$ cat src/hdl/fxa_pkg.sv
// Shared types and constants for the Q24.8 fixed-point ALU.
// Used by every module of the block; depends on nothing else.
package fxa_pkg;

  localparam int DATA_WIDTH  = 32;
  localparam int FRAC_BITS   = 8;
  localparam int KIND_W      = 4;
  localparam int STAT_W      = 2;
  localparam int NUM_W       = DATA_WIDTH + FRAC_BITS;
  // The divider retires two quotient bits per stage.
  localparam int DIV_STAGES  = (NUM_W + 1) / 2;
  localparam int NUM_PAD     = 2 * DIV_STAGES;
  localparam int PACK_W      = 2 * DATA_WIDTH + 1;
  localparam int QUEUE_DEPTH = 4;
  localparam int QPTR_W      = $clog2(QUEUE_DEPTH);

  typedef enum logic [KIND_W-1:0] {
    OP_ADD, OP_SUB, OP_MUL, OP_DIV, OP_GT, OP_LT, OP_GE, OP_LE,
    OP_EQ, OP_NE, OP_MIN, OP_MAX, OP_INC, OP_DEC, OP_FROM_INT, OP_TO_INT
  } op_t;

  typedef enum logic [STAT_W-1:0] {
    ST_OK   = 2'd0,
    ST_SAT  = 2'd1,
    ST_DIVZ = 2'd2
  } stat_t;

  typedef logic signed [DATA_WIDTH-1:0] data_t;
  typedef logic        [DATA_WIDTH-1:0] mag_t;

  // A classified item as it waits between the front and the back.
  typedef struct packed {
    op_t   kind;
    data_t a;
    data_t b;
    mag_t  mag_a;
    mag_t  mag_b;
    logic  res_neg;
  } item_t;

endpackage

$ cat src/hdl/fxa_queue.sv
// Short queue of classified items between the front and the back.
// Depends on fxa_pkg.
module fxa_queue (
  input  logic           clk,
  input  logic           rst_n,
  input  logic           push,
  input  fxa_pkg::item_t push_item,
  input  logic           pop,
  output logic           full,
  output logic           empty,
  output fxa_pkg::item_t head
);
  import fxa_pkg::*;

  item_t             mem_r [QUEUE_DEPTH];
  logic [QPTR_W-1:0] wr_ptr_r, wr_ptr_nxt;
  logic [QPTR_W-1:0] rd_ptr_r, rd_ptr_nxt;
  logic [QPTR_W:0]   count_r, count_nxt;
  logic              do_pop;

  assign full   = (count_r == (QPTR_W+1)'(QUEUE_DEPTH));
  assign empty  = (count_r == '0);
  assign head   = mem_r[rd_ptr_r];
  assign do_pop = pop && !empty;

  always_comb begin
    wr_ptr_nxt = push ? wr_ptr_r + 1'b1 : wr_ptr_r;
    rd_ptr_nxt = do_pop ? rd_ptr_r + 1'b1 : rd_ptr_r;
    count_nxt  = count_r + (QPTR_W+1)'(push) - (QPTR_W+1)'(do_pop);
  end

  always_ff @(posedge clk) begin
    if (!rst_n) begin
      wr_ptr_r <= '0;
      rd_ptr_r <= '0;
      count_r  <= '0;
    end else begin
      wr_ptr_r <= wr_ptr_nxt;
      rd_ptr_r <= rd_ptr_nxt;
      count_r  <= count_nxt;
    end
  end

  always_ff @(posedge clk) begin
    if (push) begin
      mem_r[wr_ptr_r] <= push_item;
    end
  end

endmodule

$ cat config.mk
export PLATFORM = sky130hd
export DESIGN_NAME = fxa_queue
export DESIGN_NICKNAME = d
export VERILOG_FILES = /design/src/hdl/fxa_pkg.sv /design/src/hdl/fxa_queue.sv
export SDC_FILE = /design/constraint.sdc
export NUM_CORES = 1
export LEC_CHECK = 0
export ABC_CLOCK_PERIOD_IN_PS = 5820
export BUFFER_PORTS_ARGS = -buffer_cell sky130_fd_sc_hd__buf_2
export CELL_PAD_IN_SITES_DETAIL_PLACEMENT = 0
export CELL_PAD_IN_SITES_GLOBAL_PLACEMENT = 1
export CORE_MARGIN = 8
export CORE_UTILIZATION = 30
export DETAILED_ROUTE_END_ITERATION = 6
export PLACE_DENSITY = 0.56
export RECOVER_POWER = 100
export SLEW_MARGIN = 10
export SYNTH_ARGS = -nofsm -noshare
export SYNTH_HDL_FRONTEND = slang
export SYNTH_SLANG_ARGS = --single-unit
$ cat constraint.sdc
create_clock -name clk -period 5.82 [get_ports clk]
set_clock_uncertainty 0.05 [all_clocks]
set_input_delay 0.582 -clock clk [delete_from_list [all_inputs] [get_ports clk]]
set_output_delay 0.582 -clock clk [all_outputs]
set_load 0.01 [all_outputs]
## After elaboration in Yosys (flattened, before gate mapping)

Memory sizes are Yosys's and may differ from the RTL's. A register that Yosys moved wholly into a read port is not among the register bits.
Cells that the tools add are included.
Widths: inputs -> output; s select.

- Add/sub/neg operators: 4
- Equality and inequality tests: 1
- Multiplexer cells: 4
- Reductions and logical operators: 3

Operators with widths:

| kind | number |
|---|---|
| $add 2x1->2 const B | 2 |
| $mux 2 | 2 |
| $add 3x1->3 | 1 |
| $eq 3x3->1 const B | 1 |
| $logic_not 3->1 | 1 |
| $sub 3x1->3 | 1 |
| $mux 1 | 2 |
| $logic_and 1x1->1 | 1 |
| $logic_not 1->1 | 1 |

- Register bits after elaboration: 7
- Bits in writable memories: 532
- Bits of input ports: 137
- Output and inout port bits: 135
- Word-level logic and storage cells: 16
- Memories kept: 1

Memories:

| name | depth | bits a word | read ports | clocked after memory_dff | wr ports | line | text |
|---|---|---|---|---|---|---|---|
| mem_r | 4 | 133 | 1 | 1 | 1 | fxa_queue.sv:15 | `item_t mem_r [QUEUE_DEPTH];` |

## Longest topological paths before layout

- Depth in word-level cells: 5
- Mapped depth: 8
- Mapped depth without buffers: 8

## Least setup slack after synthesis

Ideal clock, no wire load.

- Kind: input port to flip-flop
- Start point: in push
- End point: mem mem_r[0][0] (netlist bit), enable pin
- Setup time: 0.508 ns
- Arrival: 3.626 ns
- Required time: 5.262 ns
- Setup slack: 1.636 ns
- Cell stages on the path: 1
- Buffers on the path: 0
- Cells stage by stage: and2_1

- Word-level cells in the longest chain between the ends: 2

Ends and longest elaborated chain:

| what | line | text |
|---|---|---|
| start: declaration | fxa_queue.sv:6 | `input logic push,` |
| $mux 1 | fxa_queue.sv:45 | `if (push) begin` |
| $mux 1 (not written as such) | fxa_queue.sv:46 | `mem_r[wr_ptr_r] <= push_item;` |
| end: declaration | fxa_queue.sv:15 |  |

Every way passes these cells.

==> metrics.txt <==
status complete, but fails checks; failing checks capacitance limit, slew limit; vias in the first global route about 9400; Worst R2R Setup Slack ~1700 ps; post_cts resized 0; Post-synth ARST share 0%; WP data arrival roughly 3600 ps; DRT iter0 DRCs approximately 650; layout cell share with drive strength beyond 1 a little over a fifth; Mean Syn Cell Area roughly 27 sq um; port bufs 271; Yosys warning total 0; die height around 270 microns; Setup crit end head[32]; RSZ-0062 raised after global routing no; max cap viols 5; Critical Path RT ~5200 ps; worst hold path type input pin to flip-flop; GRT overflow 0; core area 0.06528 sq mm; commonest non-fill, non-tap cells in the layout edfxtp_1 (532), clkbuf_1 (275), mux4_2 (133), clkbuf_16 (57), clkinv_2 (13); critical path peak fanout 58; Final Hold Fails 0; DRC 0; clock sink count ~540; Layout Utilization 36.12%; Die X around 270 microns; fill count 6133; row cnt 94; CTS root buf clkbuf_16; Worst Setup Path Type flip-flop to output port; Synth cell types 20; hold_buf cts 0; Setup crit start kind flip-flop; setup bufs post-CTS 0; Final Net Count 1194; CTS max path bufs 3; Critical R2R Capture mem_r[3][114]; Multi-input gate area 0.003271 sq mm; IO Count between 200 and 300; Starting Density ~30%; TritonCTS clock tree built; number of synthesized flops with an enable pin approximately 530; post-synthesis sequential area ratio about 82%; Worst Tran Pin Value around 3300 ps; mapped cell area 0.01964 sq mm; Layout area overhead 20.03%; flip-flop and latch area roughly 0.016 sq mm; Pleak roughly 7 nW; endpoint class of the critical path output port; relative slew slack -118.7%; FF-to-FF Start wr_ptr_r[0]; Synth Flop Type edfxtp_1; fmax between 200 and 250 MHz; reg2reg path depth 3; Clk Latency, worst-skew pair between 500 and 600 ps; die area roughly 0.074 sq mm; Synth Instances between 700 and 800; syn nets 883; final setup vio count 0; Sum Neg Setup Slack 0 ps; commonest non-fill, non-tap cell in the layout edfxtp_1; FF+latch count, synth about 540; first-pass GRT wire length ~62000 microns; DP Wirelength 24850 microns; CTS H-Tree Depth 2; gpl congestion slightly below 0.7; CTS clk-pin slew, worst paths approximately 60 ps; Wirelength per Cell about 21 microns; drt via density ~4.4; total number of vias around 8700; crit path time final 4266 ps; pin count of the biggest net entering global routing between 70 and 80; Tot GR Track Use 10.93%; Final ANT Viol Nets 0; max-slew violations between 200 and 300; total CTS buffers 57; Final period util 73.31%; Pwr per Cell Area between 400 and 500 mW/mm^2; antenna violations before repair 10; WL final between 40000 and 50000 microns; 1st-pass router iterations 4; maximum VDD drop 0.2308 mV
## worst min path at each step
stage	startpoint	endpoint	slack, ps	cells past startpoint
finish	push_item[28]	mem_r[2][28]	200	1
detailed placement	rd_ptr_r[1]	flip-flop	430	2
floorplan	rd_ptr_r[1]	flip-flop	400	2
CTS	push_item[28]	mem_r[3][28]	90	1
global placement	rd_ptr_r[0]	rd_ptr_r[0]	430	2
global route	push_item[26]	mem_r[3][26]	160	1
## final cells by class
type	instances	area share (%)
Antenna cell	3	0.03184
Multi-Input combinational cell	163	13.87
Sequential cell	541	68.54
Inverter	5	0.07961
Clock inverter	36	1.762
Timing Repair Buffer	282	4.920
Clock buffer	67	6.209
Tap cell	864	4.585
## state kept, by name (all words and copies together), names as in the netlist, named ones only
signal and count:
mem_r 532, count_r 3, rd_ptr_r 2, wr_ptr_r 2
## through the flow
step / instance area (sq um) / hold WS [ps] / std cells / setup slack [ps] / power [mW]
2_1_floorplan: 19640 / 398.9 / 739 / 1636 / 5.715
3_3_place_gp: 22070 / 427.6 / 1855 / 3096 / 6.337
3_5_place_dp: 22070 / 434.5 / 1855 / 3121 / 6.343
4_1_cts: 23950 / 94.34 / 1958 / 2471 / 10.03
5_1_grt: 23570 / 163.9 / 1958 / 1234 / 10.19
6_report: 23580 / 200.7 / 1961 / 1554 / 9.756
## cells by family (layout without fill, tap and decap cells)
group,Yosys count,in the layout,share of synthesized area [%]
simple gates,15,15,0.4523
other cells,0,3,0
buf+inv,35,390,1.108
compound gates,2,2,0.08920
mux,137,137,15.45
xor+xnor,2,2,0.1593
fa+ha+maj,7,7,0.4841
flops,541,541,82.25
## per-layer routing
| layer | vias to the layer above | wire length, microns | track usage (%) |
|---|---|---|---|
| li1 | 3836 | - | - |
| met1 | 4588 | 17280 | 13.60 |
| met2 | 216 | 20180 | 17.69 |
| met3 | 73 | 3202 | 4.394 |
| met4 | 12 | 829 | 2.831 |
| met5 | - | 77 | 0 |
## critical path, stage by stage (launching register included)
cell and delay [ps]:
dfxtp_4 810, clkbuf_2 1470, mux4_2 480, clkbuf_1 240
## report_power, final
part | switching (mW) | leakage, nW | total, mW | internal (mW)
clock network | 1.45 | 0.922 | 3.64 | 2.19
logic | 0.843 | 1.26 | 1.54 | 0.694
registers | 0.0858 | 4.96 | 4.58 | 4.49
## synthesized netlist by cell type, types with 2 or more instances
cell	number	area (sq um)
and2_1	6	37.54
ha_1	6	75.07
clkbuf_1	6	22.52
buf_6	9	101.4
dfxtp_1	9	180.2
edfxtp_1	532	15980
nand2b_1	2	12.51
buf_2	15	75.07
mux4_2	133	2995
mux2i_1	4	40.04
inv_1	5	18.77
nand2_1	2	7.510
nor2b_1	3	18.77
Note: power is estimated with default switching activity, not from simulation.
