## config.mk

```make
export PLATFORM = sky130hd
export DESIGN_NAME = fxa_front
export DESIGN_NICKNAME = d
export VERILOG_FILES = /design/src/hdl/fxa_pkg.sv /design/src/hdl/fxa_front.sv
export SDC_FILE = /design/constraint.sdc
export NUM_CORES = 1
export LEC_CHECK = 0
export BUFFER_PORTS_ARGS = -buffer_cell sky130_fd_sc_hd__buf_2
export CORE_AREA = 2 2 80 82
export DETAILED_ROUTE_END_ITERATION = 8
export DIE_AREA = 0 0 82 84
export GPL_TIMING_DRIVEN = 0
export PLACE_DENSITY = 0.75
export SETUP_SLACK_MARGIN = 0.15
export SLEW_MARGIN = 20
export SYNTH_ARGS = -nofsm -noshare
export SYNTH_HDL_FRONTEND = slang
export SYNTH_SLANG_ARGS = --single-unit
```

## constraint.sdc

```tcl
create_clock -name vclk -period 7.32
set_clock_uncertainty 0.2 [all_clocks]
set_input_delay 1.464 -clock vclk [all_inputs]
set_output_delay 1.464 -clock vclk [all_outputs]
set_load 0.01 [all_outputs]
```

## src/hdl/fxa_pkg.sv

```systemverilog
// Shared types and constants for the Q24.8 fixed-point ALU.
// Used by every module of the block; depends on nothing else.
package fxa_pkg;

  localparam int DATA_WIDTH  = 32;
  localparam int FRAC_BITS   = 8;
  localparam int KIND_W      = 4;
  localparam int STAT_W      = 2;
  localparam int NUM_W       = DATA_WIDTH + FRAC_BITS;
  // The divider retires two quotient bits per stage.
  localparam int DIV_STAGES  = (NUM_W + 1) / 2;
  localparam int NUM_PAD     = 2 * DIV_STAGES;
  localparam int PACK_W      = 2 * DATA_WIDTH + 1;
  localparam int QUEUE_DEPTH = 4;
  localparam int QPTR_W      = $clog2(QUEUE_DEPTH);

  typedef enum logic [KIND_W-1:0] {
    OP_ADD, OP_SUB, OP_MUL, OP_DIV, OP_GT, OP_LT, OP_GE, OP_LE,
    OP_EQ, OP_NE, OP_MIN, OP_MAX, OP_INC, OP_DEC, OP_FROM_INT, OP_TO_INT
  } op_t;

  typedef enum logic [STAT_W-1:0] {
    ST_OK   = 2'd0,
    ST_SAT  = 2'd1,
    ST_DIVZ = 2'd2
  } stat_t;

  typedef logic signed [DATA_WIDTH-1:0] data_t;
  typedef logic        [DATA_WIDTH-1:0] mag_t;

  // A classified item as it waits between the front and the back.
  typedef struct packed {
    op_t   kind;
    data_t a;
    data_t b;
    mag_t  mag_a;
    mag_t  mag_b;
    logic  res_neg;
  } item_t;

endpackage

```

## src/hdl/fxa_front.sv

```systemverilog
// Front end of the fixed-point ALU: takes input transfers and classifies them.
// Depends on fxa_pkg.
module fxa_front (
  input  logic                           in_push,
  input  logic [fxa_pkg::KIND_W-1:0]     in_kind,
  input  logic signed [fxa_pkg::DATA_WIDTH-1:0] in_operand_a,
  input  logic signed [fxa_pkg::DATA_WIDTH-1:0] in_operand_b,
  output logic                           in_full,
  input  logic                           q_full,
  output logic                           q_push,
  output fxa_pkg::item_t                 q_item
);
  import fxa_pkg::*;

  logic a_neg;
  logic b_neg;

  assign a_neg   = in_operand_a[DATA_WIDTH-1];
  assign b_neg   = in_operand_b[DATA_WIDTH-1];
  assign in_full = q_full;
  assign q_push  = in_push && !q_full;

  always_comb begin
    q_item.kind    = op_t'(in_kind);
    q_item.a       = in_operand_a;
    q_item.b       = in_operand_b;
    // Negating the most negative value wraps to its correct unsigned magnitude.
    q_item.mag_a   = a_neg ? mag_t'(-in_operand_a) : mag_t'(in_operand_a);
    q_item.mag_b   = b_neg ? mag_t'(-in_operand_b) : mag_t'(in_operand_b);
    q_item.res_neg = a_neg ^ b_neg;
  end

endmodule

```

Word level (Yosys, flattened, before mapping)
Index checks and enable logic that the tools add are counted.
Word-level totals
  memory bits (read-only): 0
  word-level logic and storage cells: 7
  memories kept: 0
  RAM bits: 0
  input port bits: 70
  bits in registers: 0
  bits in latches: 0
  output and inout bits: 135
Cells by class
  reduce and logical (&&, ||, !) cells: 2
  multipliers: 0
  shifts and indexed selects: 0
  $lt $le $gt $ge: 0
  divide/modulo/power cells: 0
  mux-type cells: 2
  $add $sub $neg: 2
  bitwise gates (word level): 1
  eq/ne operators: 0
Operators with widths (count)
  $mux 32: 2
  $neg 32->32: 2
  $logic_and 1x1->1: 1
  $logic_not 1->1: 1
  $xor 1x1->1: 1

Logic depth before layout (Yosys ltp)
Gate-level depths: netlist (run 1).
  depth in word-level cells: 2
  mapped depth: 6
  mapped depth without buffers: 6

Worst setup path before layout (run 1)
No wires, ideal clock.
  kind: input to output
  start: input in_operand_a[28] in the netlist's numbering
  end: output q_item[64] in the netlist's numbering
  setup slack: 2.722 ns
  stages: 4
  buffers on the path: 0
  required time: 5.656 ns
  arrival: 2.934 ns
  cells stage by stage: or3_1 or2_2 or4_1 nor4_1
RTL lines
  start, declared: line fxa_front.sv:6  | input logic signed [fxa_pkg::DATA_WIDTH-1:0] in_operand_a,
  end, declared: line fxa_front.sv:11  | output fxa_pkg::item_t q_item

==> results of run 1 <==
cell families (layout without fill, tap and decap cells):
logic type / Yosys count / in the layout
AO/OA/AOI/OAI: 49 / 49
XOR/XNOR: 59 / 59
adder cells (fa/ha/maj): 2 / 2
buffers and inverters: 87 / 288
AND/OR/NAND/NOR: 76 / 76
Yosys cell counts:
library cell and instances:
nand4_1 4, nand4_2 1, nand3_1 4, or2_2 4
nor2_1 6, ha_1 2, o41ai_1 15, buf_4 73
nor2b_1 1, nor3_1 8, and4bb_2 1, xor2_1 1
nor4b_2 2, or4_4 1, or4_1 1, o21ai_0 14
or3_1 7, nand3b_1 1, inv_1 7, nor4_2 1
xnor2_1 58, nand2_1 22, buf_2 2, nand2b_1 5
nand4b_1 1, nor4_1 6, clkbuf_1 5, o41ai_2 1
o31ai_1 19
layer usage:
metal | up-vias | part of all wire [%] | global-route usage [%]
li1 | 1297 | - | -
met1 | 1182 | 40 | 23.18
met2 | 113 | 53 | 35.55
met3 | 0 | 7.3 | 1.082
met4 | 0 | 0 | 0.3030
met5 | - | 0 | 0
power by group through the flow:
stage	combinational [mW]	sequential [mW]	clock, mW
3_3_place_gp	0.211	0	0
6_report	0.211	0	0
5_1_grt	0.230	0	0
3_5_place_dp	0.213	0	0
2_1_floorplan	0.115	0	0
4_1_cts	0.213	0	0
stage by stage:
stage	setup slack (ns)	util [%]	instances	area, um^2
6_report	2.312	49.94	551	3044
3_5_place_dp	2.302	49.94	551	3044
5_1_grt	2.091	49.94	551	3044
4_1_cts	2.303	49.94	551	3044
2_1_floorplan	2.722	-	273	1942
3_3_place_gp	2.388	49.94	551	3044
cell type report:
class | count | area [um^2]
inverters | 7 | 26.28
plain buffers | 80 | 576.8
well taps | 77 | 96.34
multi-input cells | 186 | 1339
repair buffers | 201 | 1006
fillers | 600 | 3052
how the worst max path moves through the flow:
stage,to,cells past startpoint
5_1_grt,q_item[53],8
6_report,q_item[53],8
2_1_floorplan,q_item[64],4
3_5_place_dp,q_item[53],8
4_1_cts,q_item[53],8
3_3_place_gp,q_item[53],8
critical path: cells and delay by family:
family / cells / cell delay [ns]
buf+inv: 3 / 0.34
xor+xnor: 1 / 0.17
fa+ha+maj: 1 / 0.20
compound gates: 1 / 0.52
simple gates: 2 / 0.65
==> reports/qor.yml, run 1 <==
layout:
  fin_nets: 548
  mostFrequentLayoutCells: "buf_2, buf_4, xnor2_1"
  syn_to_final_growth_pct: 56.77
  drive_gt1_share_pct: 60.55
  diodes: 0
  final_common_cell: "buf_2"
  nClkBuffers: 0
  layout.area.seq_um2: 0
  seq_cells: 0
route:
  routed_via_density: 4.704
  dr.pass1.iters: 4
  vias: 2592
  drtAntennaViolNets: 0
  wirelength_um: 6933
  wire_per_inst_um: 12.58
  drt_iter0_markers: 48
  drcViolationCount: 0
place:
  gp_congestion: 0.8163
  place_hpwl_um: 6058
  port_buffers: 201
worst_setup_path:
  path_common_cell: "buf_2"
  critPathLaunchType: "primary input"
  crit_start: "in_operand_a[1]"
  critPathMaxStageDelay_ns: 0.52
  cp-end-kind: "output pin"
  cpMaxStageDelayCell: "o41ai_1"
  cp_data_required_time_ns: 5.66
  critPathKind: "primary input to output pin"
  cp_cell_sequence: "buf_2, inv_1, ha_1, nor4b_2, nand4_2, o41ai_1, xnor2_1, buf_2"
  cp_max_fo: 9
  cp.arrival_ns: 3.34
job:
  cap_violations: 0
grt:
  grt_max_degree: 11
  track_usage_pct: 18.49
  antenna_found_initial: 0
  grt_overflow_total: 0
  grt_pass1_wl_um: 10800
  grt_pass1_vias: 2287
sta:
  hold_slack_ns: 2.912
  fin_crit_sh_pct: 68.42
  fmax_mhz: 199.7
  rsz0062_at_grt: "false"
  period_needed_ns: 5.008
  hold_violations: 0
  worstMarginPinSlew_ns: 0.6462
  slew_viol_final: 0
  setup_viol: 0
  relSlewSlack_pct: 56.59
  tns_ns: 0
clock_tree:
  post_cts.resized_instances: 0
  post_cts.repair.setup_buffers: 0
  hold_buffers: 0
pwr:
  switchingPower_mw: 0.1074
  ir_worst_vdd_v: 0.00004321
  seqPwrFrac_pct: 0
  p_int_mw: 0.1041
  finalPower_mw: 0.2115
  power.density_nw_per_um2: 69.48
  swShare_pct: 50.76
  clkPwrFrac_pct: 0
  power_leakage_nw: 1.497
  combPwrFrac_pct: 100.0
floorplan:
  dieArea_um2: 6888
  floorplan.rows: 29
  die_y_um: 84
  start_util_pct: 31.86
  dieWidth_um: 82
  core-area_um2: 6096
  ios: 205
min_path:
  hp-start: "in_kind[2]"
  holdCritPathClass: "primary input to output pin"
  min_path_cells: 2
  min_to: "q_item[131]"
synthesis:
  synth_top_family_by_area: "buffers and inverters"
  yosysUniqueCellTypes: 29
  synth_compound_area_share_pct: 18.56
  synth_area_per_cell_um2: 7.113
  synth_xor_area_share_pct: 26.61
  yosys.area_share.simple_pct: 22.49
  synth_mux_area_share_pct: 0
  ys_warn_count: 0
  synth_cells: 273
  yosys.area.top_type: "buf_4"
  ys_top_cells_by_area: "buf_4, xnor2_1, o31ai_1"
  synth_area_um2: 1942
  synth_seq_area_share_pct: 0
  synth_nets: 345
  yosysTopAreaCellShare_pct: 28.22
  yosys.area_share.adder_pct: 1.289
run_status:
  run_status: "complete, no violations"
Note: power is estimated with default switching activity, not from simulation.
==> run 2, diff against run 1 <==
CORE_AREA = not set   (was 2 2 80 82)
CORE_MARGIN = 2   (was not set)
CORE_UTILIZATION = 34   (was not set)
DIE_AREA = not set   (was 0 0 82 84)
PLACE_DENSITY = 0.82   (was 0.75)
clock period = 4.12 ns   (was 7.32 ns; I/O delays follow)
==> run 2 against run 1 <==
Effect of this change: setup slack worse by 1.9 ns; non-clock buffer count stayed put; final area is 0.21% lower; sequential share of layout area stayed put; critical path type unchanged; largest power group unchanged; highest routed layer is now met4.
==> reports/qor.yml, run 2 (synthesis gave the netlist of run 1 again) <==
clock_tree:
  post_cts.resized_instances: 0  # unchanged
  hold_buffers: 0  # unchanged
  post_cts.repair.setup_buffers: 0  # unchanged
layout:
  syn_to_final_growth_pct: 56.44  # was 56.77%
  nClkBuffers: 0  # unchanged
  seq_cells: 0  # unchanged
  final_common_cell: "buf_2"  # unchanged
  fin_nets: 548  # unchanged
  drive_gt1_share_pct: 60.55  # unchanged
  diodes: 0  # unchanged
  layout.area.seq_um2: 0  # unchanged
  mostFrequentLayoutCells: "buf_2, buf_4, xnor2_1"  # unchanged
worst_setup_path:
  crit_end: "q_item[21]"  # was q_item[53]
  cp.arrival_ns: 2.71  # was 3.34 ns
  cp-end-kind: "output pin"  # unchanged
  critPathKind: "primary input to output pin"  # unchanged
  path_common_cell: "buf_2"  # unchanged
  critPathLaunchType: "primary input"  # unchanged
  cp_max_fo: 6  # was 9
  cp_cell_sequence: "buf_2, inv_1, ha_1, nor4b_2, nand3_1, o41ai_1, xnor2_1, buf_2"  # was buf_2, inv_1, ha_1, nor4b_2, nand4_2, o41ai_1, xnor2_1, buf_2
  cpMaxStageDelayCell: "nor4b_2"  # was o41ai_1
  crit_start: "in_operand_b[0]"  # was in_operand_a[1]
  cp_data_required_time_ns: 3.10  # was 5.66 ns
  cpLargestDelayFamily: "simple AND/OR/NAND/NOR gates"  # unchanged
  crit_buf_inv: 3  # unchanged
  critPathMaxStageDelay_ns: 0.47  # was 0.52 ns
  path_depth: 8  # unchanged
run_status:
  run_status: "complete, no violations"  # unchanged
place:
  pre_cts_ws_ns: 0.3893  # was 2.302 ns
  gp_congestion: 0.8416  # was 0.8163
  port_buffers: 201  # unchanged
  place_hpwl_um: 6061  # was 6058 um
floorplan:
  die_y_um: 79.58  # was 84 um
  floorplan.rows: 27  # was 29
  dieArea_um2: 6332  # was 6888 um^2
  start_util_pct: 35.26  # was 31.86%
  dieWidth_um: 79.58  # was 82 um
  core-area_um2: 5507  # was 6096 um^2
  ios: 205  # unchanged
route:
  vias: 2595  # was 2592
  m1WireLength_um: 2913  # was 2765 um
  highest_layer: "met4"  # was met3
  drt_iter0_markers: 97  # was 48
  dr.pass1.iters: 4  # unchanged
  wire_per_inst_um: 12.74  # was 12.58 um
  drcViolationCount: 0  # unchanged
  wl_met3_um: 444  # was 503 um
  wirelength_um: 6957  # was 6933 um
  routed_via_density: 4.753  # was 4.704
  drtAntennaViolNets: 0  # unchanged
  wl_met2_um: 3536  # was 3663 um
sta:
  fmax_mhz: 268.2
  period_needed_ns: 3.729
  relSlewSlack_pct: 59.80  # was 56.59%
  hold_violations: 0  # unchanged
  rsz0062_at_grt: "false"  # unchanged
  worstMarginPinSlew_ns: 0.5984  # was 0.6462 ns
  slew_viol_final: 0  # unchanged
  setup_viol: 0  # unchanged
  fin_crit_sh_pct: 90.52
  hold_slack_ns: 1.632  # was 2.912 ns
  tns_ns: 0  # unchanged
  fin_ws_ns: 0.3907  # was 2.312 ns
grt:
  track_usage_pct: 20.43  # was 18.49%
  grt_max_degree: 11  # unchanged
  grt_pass1_wl_um: 11050  # was 10800 um
  grt_overflow_total: 0  # unchanged
  grt_pass1_vias: 2410  # was 2287
  antenna_found_initial: 0  # unchanged
pwr:
  ir_worst_vdd_v: 0.00007737  # was 0.00004321 V
  finalPower_mw: 0.3759  # was 0.2115 mW
  power.density_nw_per_um2: 123.8  # was 69.48 nW/um^2
  power_leakage_nw: 1.497  # unchanged
min_path:
  min_path_cells: 2  # unchanged
  hp-start: "in_kind[2]"  # unchanged
  holdCritPathClass: "primary input to output pin"  # unchanged
job:
  cap_violations: 0  # unchanged
==> run 2: stage by stage <==
step / utilization (%) / instances / cell area (um^2)
detailed placement: 55.17 / 546 / 3038
floorplan: - / 273 / 1942
global route: 55.17 / 546 / 3038
CTS: 55.17 / 546 / 3038
global placement: 55.17 / 546 / 3038
finish: 55.17 / 546 / 3038
==> run 2: per-layer routing <==
metal | GRT usage, % | vias up
li1 | - | 1305
met1 | 25.41 | 1177
met2 | 37.56 | 105
met3 | 2.602 | 8
met4 | 3.621 | 0
met5 | 0 | -
==> run 2: power breakdown <==
group          internal [mW]  switching [mW]  total, mW
logic                  0.185           0.191      0.376
clock network              0               0          0
registers                  0               0          0
==> run 2: worst min-delay path by stage <==
stage / end / slack, ns
6_report: q_item[131] / 1.63
2_1_floorplan: q_push / 1.49
3_3_place_gp: q_item[130] / 1.63
3_5_place_dp: q_item[130] / 1.63
5_1_grt: q_item[131] / 1.64
4_1_cts: q_item[130] / 1.63
==> run 2: layout make-up <==
cell class                      instances  area (um^2)
Timing Repair Buffer                  201         1006
Tap cell                               72        90.09
Buffer                                 80        576.8
Fill cell                             527         2469
Multi-Input combinational cell        186         1339
Inverter                                7        26.28
